<file path="config.mk">
export PLATFORM = sky130hd
export DESIGN_NAME = dda_line_rasterizer
export DESIGN_NICKNAME = d
export VERILOG_FILES = /design/src/dda_pkg.sv /design/src/dda_divider.sv /design/src/dda_line_rasterizer.sv
export SDC_FILE = /design/constraint.sdc
export NUM_CORES = 1
export LEC_CHECK = 0
export ABC_AREA = 1
export BUFFER_PORTS_ARGS = -buffer_cell sky130_fd_sc_hd__buf_2
export CAP_MARGIN = 5
export CELL_PAD_IN_SITES_DETAIL_PLACEMENT = 1
export CELL_PAD_IN_SITES_GLOBAL_PLACEMENT = 2
export CORE_ASPECT_RATIO = 0.8
export CORE_MARGIN = 3
export CORE_UTILIZATION = 41
export CTS_BUF_LIST = sky130_fd_sc_hd__clkbuf_16
export DETAILED_ROUTE_END_ITERATION = 8
export PLACE_DENSITY = 0.95
export SLEW_MARGIN = 0
export SYNTH_ARGS = -nofsm -noshare
export SYNTH_HDL_FRONTEND = slang
export SYNTH_SLANG_ARGS = --single-unit
</file>
<file path="constraint.sdc">
create_clock -name clock -period 6.8 [get_ports clock]
set_input_delay 1.02 -clock clock [delete_from_list [all_inputs] [get_ports clock]]
set_output_delay 1.02 -clock clock [all_outputs]
set_load 0.05 [all_outputs]
</file>
<file path="src/dda_pkg.sv">
// Shared defaults and types of the DDA line rasterizer.
// Used by the divider and the top level; depends on nothing.
`default_nettype none

package dda_pkg;

   localparam int COORD_BITS_DEF = 6;
   localparam int FRAC_BITS_DEF  = 16;

   typedef struct packed {
      logic busy;
      logic done;
   } div_stat_type;

endpackage

`default_nettype wire

</file>
<file path="src/dda_divider.sv">
// Restoring fixed-point divider, one quotient bit per cycle.
// Computes (numer << FRAC_BITS) / denom for numer <= denom; uses dda_pkg.
`default_nettype none

module dda_divider #(
   parameter int COORD_BITS = 6,
   parameter int FRAC_BITS  = 16
) (
   input  wire logic                   clock,
   input  wire logic                   reset,
   input  wire logic                   start,
   input  wire logic [COORD_BITS-1:0]  numer,
   input  wire logic [COORD_BITS-1:0]  denom,
   output dda_pkg::div_stat_type       stat,
   output logic      [FRAC_BITS:0]     quot
);
   import dda_pkg::*;

   localparam int CNT_W = $clog2(FRAC_BITS + 2);

   logic [COORD_BITS:0]   rem_ff, rem_in;
   logic [COORD_BITS-1:0] den_ff, den_in;
   logic [FRAC_BITS:0]    quot_ff, quot_in;
   logic [CNT_W-1:0]      cnt_ff, cnt_in;
   logic                  busy_ff, busy_in;
   logic                  done_ff, done_in;
   logic                  fits;
   logic [COORD_BITS:0]   diff;

   always_comb begin
      fits    = rem_ff >= {1'b0, den_ff};
      diff    = fits ? rem_ff - {1'b0, den_ff} : rem_ff;
      rem_in  = rem_ff;
      den_in  = den_ff;
      quot_in = quot_ff;
      cnt_in  = cnt_ff;
      busy_in = busy_ff;
      done_in = 1'b0;
      if (start) begin
         rem_in  = {1'b0, numer};
         den_in  = denom;
         quot_in = '0;
         cnt_in  = CNT_W'(FRAC_BITS + 1);
         busy_in = 1'b1;
      end else if (busy_ff) begin
         rem_in  = {diff[COORD_BITS-1:0], 1'b0};
         quot_in = {quot_ff[FRAC_BITS-1:0], fits};
         cnt_in  = cnt_ff - 1'b1;
         if (cnt_ff == CNT_W'(1)) begin
            busy_in = 1'b0;
            done_in = 1'b1;
         end
      end
   end

   always_ff @(posedge clock) begin
      rem_ff  <= rem_in;
      den_ff  <= den_in;
      quot_ff <= quot_in;
      if (reset) begin
         cnt_ff  <= '0;
         busy_ff <= 1'b0;
         done_ff <= 1'b0;
      end else begin
         cnt_ff  <= cnt_in;
         busy_ff <= busy_in;
         done_ff <= done_in;
      end
   end

   assign stat.busy = busy_ff;
   assign stat.done = done_ff;
   assign quot      = quot_ff;

endmodule

`default_nettype wire

</file>
<file path="src/dda_line_rasterizer.sv">
// DDA line rasterizer top level: request sequencer, accumulators, pixel output.
// Depends on dda_pkg and dda_divider.
//
//   Channel   Ports     Payload
//   request   req_*     tdata = x_start, y_start, x_end, y_end (low bits up)
//   pixel     rsp_*     tdata = pixel_x, pixel_y; tlast = last_pixel
//
// A line is accepted, then passes through the shared divider (x increment,
// then y; skipped for equal endpoints) and then yields step+1 pixels, one
// pixel per cycle. A stalled pixel output holds the walk. Reset is
// synchronous and leaves the block idle and ready; req_tready is low from
// acceptance to the last pixel.
`default_nettype none

module dda_line_rasterizer #(
   parameter  int COORD_BITS = dda_pkg::COORD_BITS_DEF,
   parameter  int FRAC_BITS  = dda_pkg::FRAC_BITS_DEF,
   localparam int REQ_W      = 8 * ((4 * COORD_BITS + 7) / 8),
   localparam int RSP_W      = 8 * ((2 * COORD_BITS + 7) / 8)
) (
   input  wire logic             clock,
   input  wire logic             reset,
   input  wire logic             req_tvalid,
   output logic                  req_tready,
   // x_start, y_start, x_end, y_end
   input  wire logic [REQ_W-1:0] req_tdata,
   output logic                  rsp_tvalid,
   input  wire logic             rsp_tready,
   // pixel_x, pixel_y
   output logic      [RSP_W-1:0] rsp_tdata,
   output logic                  rsp_tlast
);
   import dda_pkg::*;

   localparam int C  = COORD_BITS;
   localparam int AW = COORD_BITS + FRAC_BITS;
   localparam int IW = FRAC_BITS + 2;

   typedef enum logic [1:0] {IDLE, DIV_X, DIV_Y, WALK} state_type;

   state_type             state_ff, state_in;
   logic signed [AW-1:0]  x_acc_ff, x_acc_in, y_acc_ff, y_acc_in;
   logic signed [IW-1:0]  x_inc_ff, x_inc_in, y_inc_ff, y_inc_in;
   logic        [C-1:0]   steps_ff, steps_in;
   logic        [C-1:0]   step_ff, step_in;
   logic        [C-1:0]   dy_mag_ff, dy_mag_in;
   logic                  x_neg_ff, x_neg_in, y_neg_ff, y_neg_in;
   logic                  rsp_valid_ff, rsp_valid_in;
   logic        [C-1:0]   px_ff, px_in, py_ff, py_in;
   logic                  last_ff, last_in;

   logic signed [C-1:0]   xs, ys, xe, ye;
   logic signed [C:0]     dx, dy, dx_abs, dy_abs;
   logic        [C-1:0]   dx_mag, dy_mag, step_c;
   logic                  accept, load;
   logic                  div_start;
   logic        [C-1:0]   div_numer, div_denom;
   div_stat_type          div_stat;
   logic        [FRAC_BITS:0] div_quot;
   logic signed [IW-1:0]  inc_c;

   function automatic logic [C-1:0] trunc_coord(input logic signed [AW-1:0] a);
      logic adj;
      adj = a[AW-1] & (|a[FRAC_BITS-1:0]);
      return a[AW-1:FRAC_BITS] + {{(C-1){1'b0}}, adj};
   endfunction

   assign req_tready = (state_ff == IDLE);
   assign accept     = req_tvalid && req_tready;

   always_comb begin
      xs     = req_tdata[C-1:0];
      ys     = req_tdata[2*C-1:C];
      xe     = req_tdata[3*C-1:2*C];
      ye     = req_tdata[4*C-1:3*C];
      dx     = {xe[C-1], xe} - {xs[C-1], xs};
      dy     = {ye[C-1], ye} - {ys[C-1], ys};
      dx_abs = dx[C] ? -dx : dx;
      dy_abs = dy[C] ? -dy : dy;
      dx_mag = dx_abs[C-1:0];
      dy_mag = dy_abs[C-1:0];
      step_c = (dx_mag >= dy_mag) ? dx_mag : dy_mag;
   end

   always_comb begin
      div_start = 1'b0;
      div_numer = dy_mag_ff;
      div_denom = step_ff;
      if (state_ff == IDLE) begin
         div_start = accept && (step_c != '0);
         div_numer = dx_mag;
         div_denom = step_c;
      end else if (state_ff == DIV_X) begin
         div_start = div_stat.done;
      end
   end

   dda_divider #(
      .COORD_BITS(COORD_BITS),
      .FRAC_BITS (FRAC_BITS)
   ) u_div (
      .clock(clock),
      .reset(reset),
      .start(div_start),
      .numer(div_numer),
      .denom(div_denom),
      .stat (div_stat),
      .quot (div_quot)
   );

   always_comb begin
      state_in     = state_ff;
      x_acc_in     = x_acc_ff;
      y_acc_in     = y_acc_ff;
      x_inc_in     = x_inc_ff;
      y_inc_in     = y_inc_ff;
      steps_in     = steps_ff;
      step_in      = step_ff;
      dy_mag_in    = dy_mag_ff;
      x_neg_in     = x_neg_ff;
      y_neg_in     = y_neg_ff;
      rsp_valid_in = rsp_valid_ff;
      px_in        = px_ff;
      py_in        = py_ff;
      last_in      = last_ff;
      load         = !rsp_valid_ff || rsp_tready;
      inc_c        = {1'b0, div_quot};

      if (rsp_valid_ff && rsp_tready) begin
         rsp_valid_in = 1'b0;
      end

      case (state_ff)
         IDLE: begin
            if (accept) begin
               x_acc_in  = {xs, {FRAC_BITS{1'b0}}};
               y_acc_in  = {ys, {FRAC_BITS{1'b0}}};
               x_inc_in  = '0;
               y_inc_in  = '0;
               steps_in  = step_c;
               step_in   = step_c;
               dy_mag_in = dy_mag;
               x_neg_in  = dx[C];
               y_neg_in  = dy[C];
               state_in  = (step_c == '0) ? WALK : DIV_X;
            end
         end
         DIV_X: begin
            if (div_stat.done) begin
               x_inc_in = x_neg_ff ? -inc_c : inc_c;
               state_in = DIV_Y;
            end
         end
         DIV_Y: begin
            if (div_stat.done) begin
               y_inc_in = y_neg_ff ? -inc_c : inc_c;
               state_in = WALK;
            end
         end
         WALK: begin
            if (load) begin
               rsp_valid_in = 1'b1;
               px_in        = trunc_coord(x_acc_ff);
               py_in        = trunc_coord(y_acc_ff);
               last_in      = (steps_ff == '0);
               if (steps_ff == '0) begin
                  state_in = IDLE;
               end else begin
                  x_acc_in = x_acc_ff + {{(AW-IW){x_inc_ff[IW-1]}}, x_inc_ff};
                  y_acc_in = y_acc_ff + {{(AW-IW){y_inc_ff[IW-1]}}, y_inc_ff};
                  steps_in = steps_ff - 1'b1;
               end
            end
         end
         default: begin
            state_in = IDLE;
         end
      endcase
   end

   always_ff @(posedge clock) begin
      x_acc_ff  <= x_acc_in;
      y_acc_ff  <= y_acc_in;
      x_inc_ff  <= x_inc_in;
      y_inc_ff  <= y_inc_in;
      step_ff   <= step_in;
      dy_mag_ff <= dy_mag_in;
      x_neg_ff  <= x_neg_in;
      y_neg_ff  <= y_neg_in;
      px_ff     <= px_in;
      py_ff     <= py_in;
      last_ff   <= last_in;
      if (reset) begin
         state_ff     <= IDLE;
         steps_ff     <= '0;
         rsp_valid_ff <= 1'b0;
      end else begin
         state_ff     <= state_in;
         steps_ff     <= steps_in;
         rsp_valid_ff <= rsp_valid_in;
      end
   end

   always_comb begin
      rsp_tdata          = '0;
      rsp_tdata[C-1:0]   = px_ff;
      rsp_tdata[2*C-1:C] = py_ff;
   end

   assign rsp_tvalid = rsp_valid_ff;
   assign rsp_tlast  = last_ff;

endmodule

`default_nettype wire

</file>
Word level (Yosys, flattened, before mapping)
Cells that the tools add are included.
W data, S select, Z words.
{"block": "word_totals", "ff_bits": 153, "input_bits": 28}
{"block": "op_classes", "n_addsub": 12, "order_cmp": 2, "n_eq_ne": 10, "mux": 45, "bitwise": 3, "reduce_logical": 23}
{"cell": "$mux W22", "n": 6}
{"cell": "$mux W18", "n": 5}
{"cell": "$pmux W22 S2", "n": 2}
{"cell": "$pmux W18 S2", "n": 2}
{"cell": "$mux W6", "n": 11}
{"cell": "$add A22 B22 Y22", "n": 2}
{"cell": "$reduce_or A16 Y1", "n": 2}
{"cell": "$neg A17 Y18", "n": 1}
{"cell": "$sub A6 B6 Y7", "n": 2}
{"cell": "$add A6 B1 Y6", "n": 2}
{"cell": "$logic_not A6 Y1", "n": 2}
{"cell": "$mux W2", "n": 6}
{"cell": "$neg A6 Y6", "n": 2}
{"cell": "$pmux W6 S2", "n": 1}
{"cell": "$mux W5", "n": 2}
{"cell": "$mux W1", "n": 9}
{"cell": "$pmux W2 S4", "n": 1}
{"cell": "$reduce_bool A2 Y1", "n": 4}
{"cell": "$ge A7 B6 Y1", "n": 1}
{"cell": "$ge A6 B6 Y1", "n": 1}
{"cell": "$ne A2 B1 Y1 const B", "n": 3}
{"cell": "$ne A2 B2 Y1 const B", "n": 3}
{"cell": "$reduce_and A3 Y1", "n": 2}
{"cell": "$reduce_bool A6 Y1", "n": 1}
{"cell": "other kinds (17)", "n": 22}

Logic depth before layout (Yosys ltp)
{"block": "depth", "ltp_word": 9, "mapped_depth": 30, "mapped_depth_nobuf": 29}

Modules after synthesis
Synthesis repeated with hierarchy kept, for this count alone.
{"block": "unflattened", "hier_cells": 1308, "area_unflattened_um2": 10710.3}
{"mod": "dda_line_rasterizer", "n_inst": 1, "cells_each": 1104, "area_per_inst_um2": 8947.3, "seq_area_each_um2": 3393.3}
{"mod": "dda_divider", "n_inst": 1, "cells_each": 204, "area_per_inst_um2": 1762.9, "seq_area_each_um2": 860.8}

Worst setup path after synthesis
OpenSTA, ideal clock, no wires.
{"block": "synth_path", "path_type": "input to register", "start": "input port req_tdata[18]", "end": "register u_div.rem_ff[4], data pin", "setup_ns": 0.254, "arrival_time_ns": 4.172, "t_required_ns": 6.546, "setup_slack_ns": 2.375, "stages": 25, "n_path_buf": 1, "cell_sequence": "inv_1 ha_1 fa_1 xor2_1 nand3_1 nand3b_4 nand2_1 nand2_1 nand2_1 inv_1 ha_1 nand2_1 a21oi_1 nand2b_1 nor2_4 inv_1 nand3_1 nand3_1 nor2_4 nand3_4 nand2_8 nand2_8 buf_8 nand2_1 nand2_1"}
{"block": "synth_via", "elab_chain_len": 9}
{"element": "from (decl)", "line": "dda_line_rasterizer.sv:26", "source": "input wire logic [REQ_W-1:0] req_tdata,"}
{"element": "$sub A6 B6 Y7 (*)", "line": "dda_line_rasterizer.sv:77", "source": "dy = {ye[C-1], ye} - {ys[C-1], ys};"}
{"element": "$neg A6 Y6", "line": "dda_line_rasterizer.sv:79", "source": "dy_abs = dy[C] ? -dy : dy;"}
{"element": "$mux W6 (*)", "line": "dda_line_rasterizer.sv:79"}
{"element": "via dy_abs[5]", "line": "dda_line_rasterizer.sv:53", "source": "logic signed [C:0] dx, dy, dx_abs, dy_abs;"}
{"element": "$ge A6 B6 Y1", "line": "dda_line_rasterizer.sv:82", "source": "step_c = (dx_mag >= dy_mag) ? dx_mag : dy_mag;"}
{"element": "$mux W6 (*)", "line": "dda_line_rasterizer.sv:82"}
{"element": "$reduce_bool A6 Y1 (*)", "line": "dda_line_rasterizer.sv:90", "source": "div_start = accept && (step_c != '0);"}
{"element": "$logic_and A1 B1 Y1 (*)", "line": "dda_line_rasterizer.sv:90"}
{"element": "$mux W1 (*)", "line": "dda_line_rasterizer.sv:89", "source": "if (state_ff == IDLE) begin"}
{"element": "$mux W6 (*)", "line": "dda_divider.sv:39", "source": "if (start) begin"}
{"element": "via u_div.rem_in[4]", "line": "dda_divider.sv:21", "source": "logic [COORD_BITS:0] rem_ff, rem_in;"}
{"element": "to (signal assigned)", "line": "dda_divider.sv:57", "source": "rem_ff <= rem_in;"}
{"element": "to (decl)", "line": "dda_divider.sv:21"}
Mark *: on every way through the listed nets, which the timed path passes. The rest lies on a longest branch.
A chain may end at the register's enable or synchronous reset.

Final worst setup path
{"block": "layout_path", "start": "input port req_tdata[6]", "end": "register u_div.rem_ff[5], enable pin"}
{"block": "layout_via", "elab_chain_len": 9}
{"element": "$sub A6 B6 Y7 (*)", "line": "dda_line_rasterizer.sv:77"}
{"element": "$neg A6 Y6", "line": "dda_line_rasterizer.sv:79"}
{"element": "$mux W6 (*)", "line": "dda_line_rasterizer.sv:79"}
{"element": "via dy_abs[5]", "line": "dda_line_rasterizer.sv:53"}
{"element": "$ge A6 B6 Y1", "line": "dda_line_rasterizer.sv:82"}
{"element": "$mux W6 (*)", "line": "dda_line_rasterizer.sv:82"}
{"element": "$reduce_bool A6 Y1 (*)", "line": "dda_line_rasterizer.sv:90"}
{"element": "$logic_and A1 B1 Y1 (*)", "line": "dda_line_rasterizer.sv:90"}
{"element": "$mux W1 (*)", "line": "dda_line_rasterizer.sv:89"}
{"element": "$reduce_bool A2 Y1 (no source line) (*)"}
Marks and branches as above.

==> flow_summary.json <==
{
  "status": "finished, final reports clean",
  "yosysWarnings": 0,
  "htree_levels": 4,
  "ys_ff_latch": 153,
  "clk_pin_slew_ns": 0.06,
  "ys_seq_area_share_pct": 40.1,
  "grt-ovfl-total": 0,
  "cts.sinks": 153,
  "cts_made_buffers": 17,
  "p_sw_mw": 3.12,
  "drcViolationCount": 0,
  "cellLeakagePower_nw": 5.34,
  "drive_above_1_share_pct": 11.4,
  "yosysUniqueCellTypes": 52,
  "post-place-ws_ns": 1.67,
  "cts_tree": "done",
  "grt_pass1_wl_um": 48500,
  "p_int_mw": 3.22,
  "fp.dieH_um": 150,
  "placed_area_sq_um": 11100,
  "grt_setup_unrepaired": "false",
  "worstPathArrival_ns": 4.86,
  "totalWireLength_um": 30600,
  "synthFlopType": "edfxtp_1",
  "diodes": 0,
  "async_flop_share_pct": 0,
  "power.share.combinational_pct": 55.7,
  "p_sw_share_pct": 49.2,
  "setup_tns_ns": 0,
  "die_w_um": 186,
  "io-pin-count": 47,
  "post_cts_resized": 0,
  "power_frac_seq_pct": 30.0,
  "clock_skew_ns": 0.00982,
  "cts_setup_buffers": 0,
  "place_congestion": 0.862,
  "holdBufCountCts": 0,
  "drtIter0Drc": 693,
  "report.final.setup_viol": 0,
  "cp-end-kind": "register",
  "worstMarginPinSlew_ns": 1.12,
  "setup_slack_ns": 2.09,
  "dieArea_sq_um": 27800,
  "min_path_type": "reg2reg",
  "ant_nets": 0,
  "p_per_area_nw_per_um2": 544,
  "max_slew_margin_pct": 25.5,
  "critical_path_required_ns": 6.94,
  "timing.final.crit_share_pct": 69.3,
  "cts_root_buf": "clkbuf_16",
  "start_util_pct": 42.6,
  "worstSetupPathType": "in2reg",
  "antenna_found_initial": 0,
  "worstPathMaxFanout": 30,
  "vias_per_cell": 5.46,
  "clkPwrFrac_pct": 14.3,
  "min_period_ns": 4.71,
  "drt_pass1_iterations": 5,
  "fmax_mhz": 212,
  "peakVddDrop_v": 0.000256,
  "cts_buffer_depth": 2,
  "drv_slew": 0,
  "dr_total_vias": 9077,
  "synth_edf_count": 119,
  "synth.cell_area_sq_um": 10600,
  "cp-start-kind": "input pin",
  "n_fill_cell": 3068,
  "synth_cells": 1296,
  "rows": 51,
  "track_usage_pct": 22.5,
  "core_sq_um": 24900,
  "areaGrowthSynthToFinish_pct": 9.84,
  "fin_util_pct": 46.8,
  "port_buffers": 42,
  "insertion_delay_ns": 0.44,
  "grt_max_degree": 54,
  "grt_pass1_vias": 9099,
  "maxCapViolCount": 0,
  "layout.nets": 1446,
  "final_hold_viol_count": 0,
  "postLayoutCellArea_sq_um": 11600,
  "wl_per_cell_um": 18.4,
  "syn_area_per_cell_sq_um": 8.18,
  "hpwl_um": 23700
}
==> state kept, by name, summed over array words and instances, names as in the netlist, 6 cells and up <==
name	cells
steps_ff	6
u_div.den_ff	6
u_div.quot	17
step_ff	6
x_acc_ff	22
y_inc_ff	18
px_ff	6
u_div.rem_ff	7
x_inc_ff	18
py_ff	6
y_acc_ff	22
dy_mag_ff	6
==> power by group through the flow <==
stage               Clock [mW]  Sequential [mW]  Combinational (mW)
finish                   0.905             1.90                3.53
global placement             0             1.89                3.34
floorplan                    0             1.81                2.56
global route             0.955             1.94                3.97
CTS                      0.919             1.90                3.52
detailed placement           0             1.92                3.49
==> critical path: stages <==
cell and delay [ns]:
buf_2 0.11, ha_1 0.22, fa_1 0.45, xor2_1 0.26
nand3_1 0.17, nand3b_4 0.19, nand2_1 0.06, nand2_1 0.06
nand2_1 0.09, inv_1 0.05, ha_1 0.32, nand2_1 0.10
a21oi_1 0.05, nand2b_1 0.17, nor2_4 0.20, inv_1 0.14
nand3_1 0.16, nand3_1 0.14, nor2_4 0.16, nand3_4 0.10
nand2_8 0.12, nand2_8 0.19, inv_1 0.13, nand2_1 0.17
==> logic make-up (layout without fill, tap and decap cells) <==
logic type / Yosys count / after routing / synth area share, %
buffers and inverters: 232 / 278 / 8.57
DFF: 153 / 153 / 40.1
xor gates and xnor gates: 39 / 39 / 3.22
AOI/OAI and AO/OA: 286 / 286 / 14.8
adders and majority gates: 86 / 86 / 10.5
and+or+nand+nor: 499 / 499 / 22.7
other: 1 / 4 / 0.0354
==> cell usage after synthesis (15+ instances only) <==
| master | count | area [sq um] |
|---|---|---|
| nor2_1 | 79 | 297 |
| nand3_1 | 89 | 445 |
| nand2_1 | 209 | 785 |
| dfxtp_1 | 34 | 681 |
| nand4_1 | 15 | 93.8 |
| inv_1 | 193 | 724 |
| nor2_2 | 18 | 113 |
| clkbuf_1 | 23 | 86.3 |
| a21oi_1 | 111 | 556 |
| xor2_1 | 32 | 280 |
| edfxtp_1 | 119 | 3570 |
| ha_1 | 81 | 1010 |
| o21ai_0 | 117 | 586 |
| nor3_1 | 17 | 85.1 |
| nand2_2 | 18 | 113 |
==> stage by stage <==
stage	total power, mW	hold WS (ns)	cells
finish	6.34	0.478	1663
global route	6.87	0.498	1663
CTS	6.34	0.481	1663
detailed placement	5.40	0.471	1631
global placement	5.23	0.461	1631
floorplan	4.38	0.451	1299
==> layout by cell type (no fill, tap or decap), drive strengths merged, types with 5 or more instances in the layout <==
master,n
nand4,15
nor4,13
a21o,10
edfxtp,119
and2,5
clkinv,10
o21bai,8
a21oi,114
nor3,20
xnor2,7
ha,81
or2,12
dfxtp,34
a31oi,9
o21ai,121
inv,203
xor2,32
o211ai,6
nand2,234
nand3,95
fa,5
nor2,99
buf,46
clkbuf,17
o21a,7
==> layout make-up <==
type	instances	area, sq um	share of cell area (%)
clock buffers	17	425	3.65
clock inverters	15	113	0.967
inverters	200	751	6.45
multi-input cells	914	5460	46.9
flip-flops and latches	153	4250	36.5
well taps	318	398	3.42
repair buffers	46	240	2.06
==> metal layers <==
layer	routed length, um	share of wire [%]	track usage (%)
met1	14800	48	31.1
met2	14200	46	37.1
met3	1180	3.8	3.62
met4	378	1.2	5.17
met5	0	0	0
==> path summary, 6_finish.rpt <==
kind                                   to                    startpoint  depth (start not counted)  slack, ns
max             u_div.rem_ff[5]$_DFFE_PP_                  req_tdata[6]                         24       2.09
max reg2reg     x_acc_ff[1]$_SDFFCE_PN0P_      state_ff[0]$_SDFFE_PP0P_                          7       3.08
min          u_div.rem_ff[6]$_SDFFE_PP0P_  u_div.rem_ff[6]$_SDFFE_PP0P_                          2       0.48
min reg2reg  u_div.rem_ff[6]$_SDFFE_PP0P_  u_div.rem_ff[6]$_SDFFE_PP0P_                          2       0.48
Power figures use the tool's default switching activity.
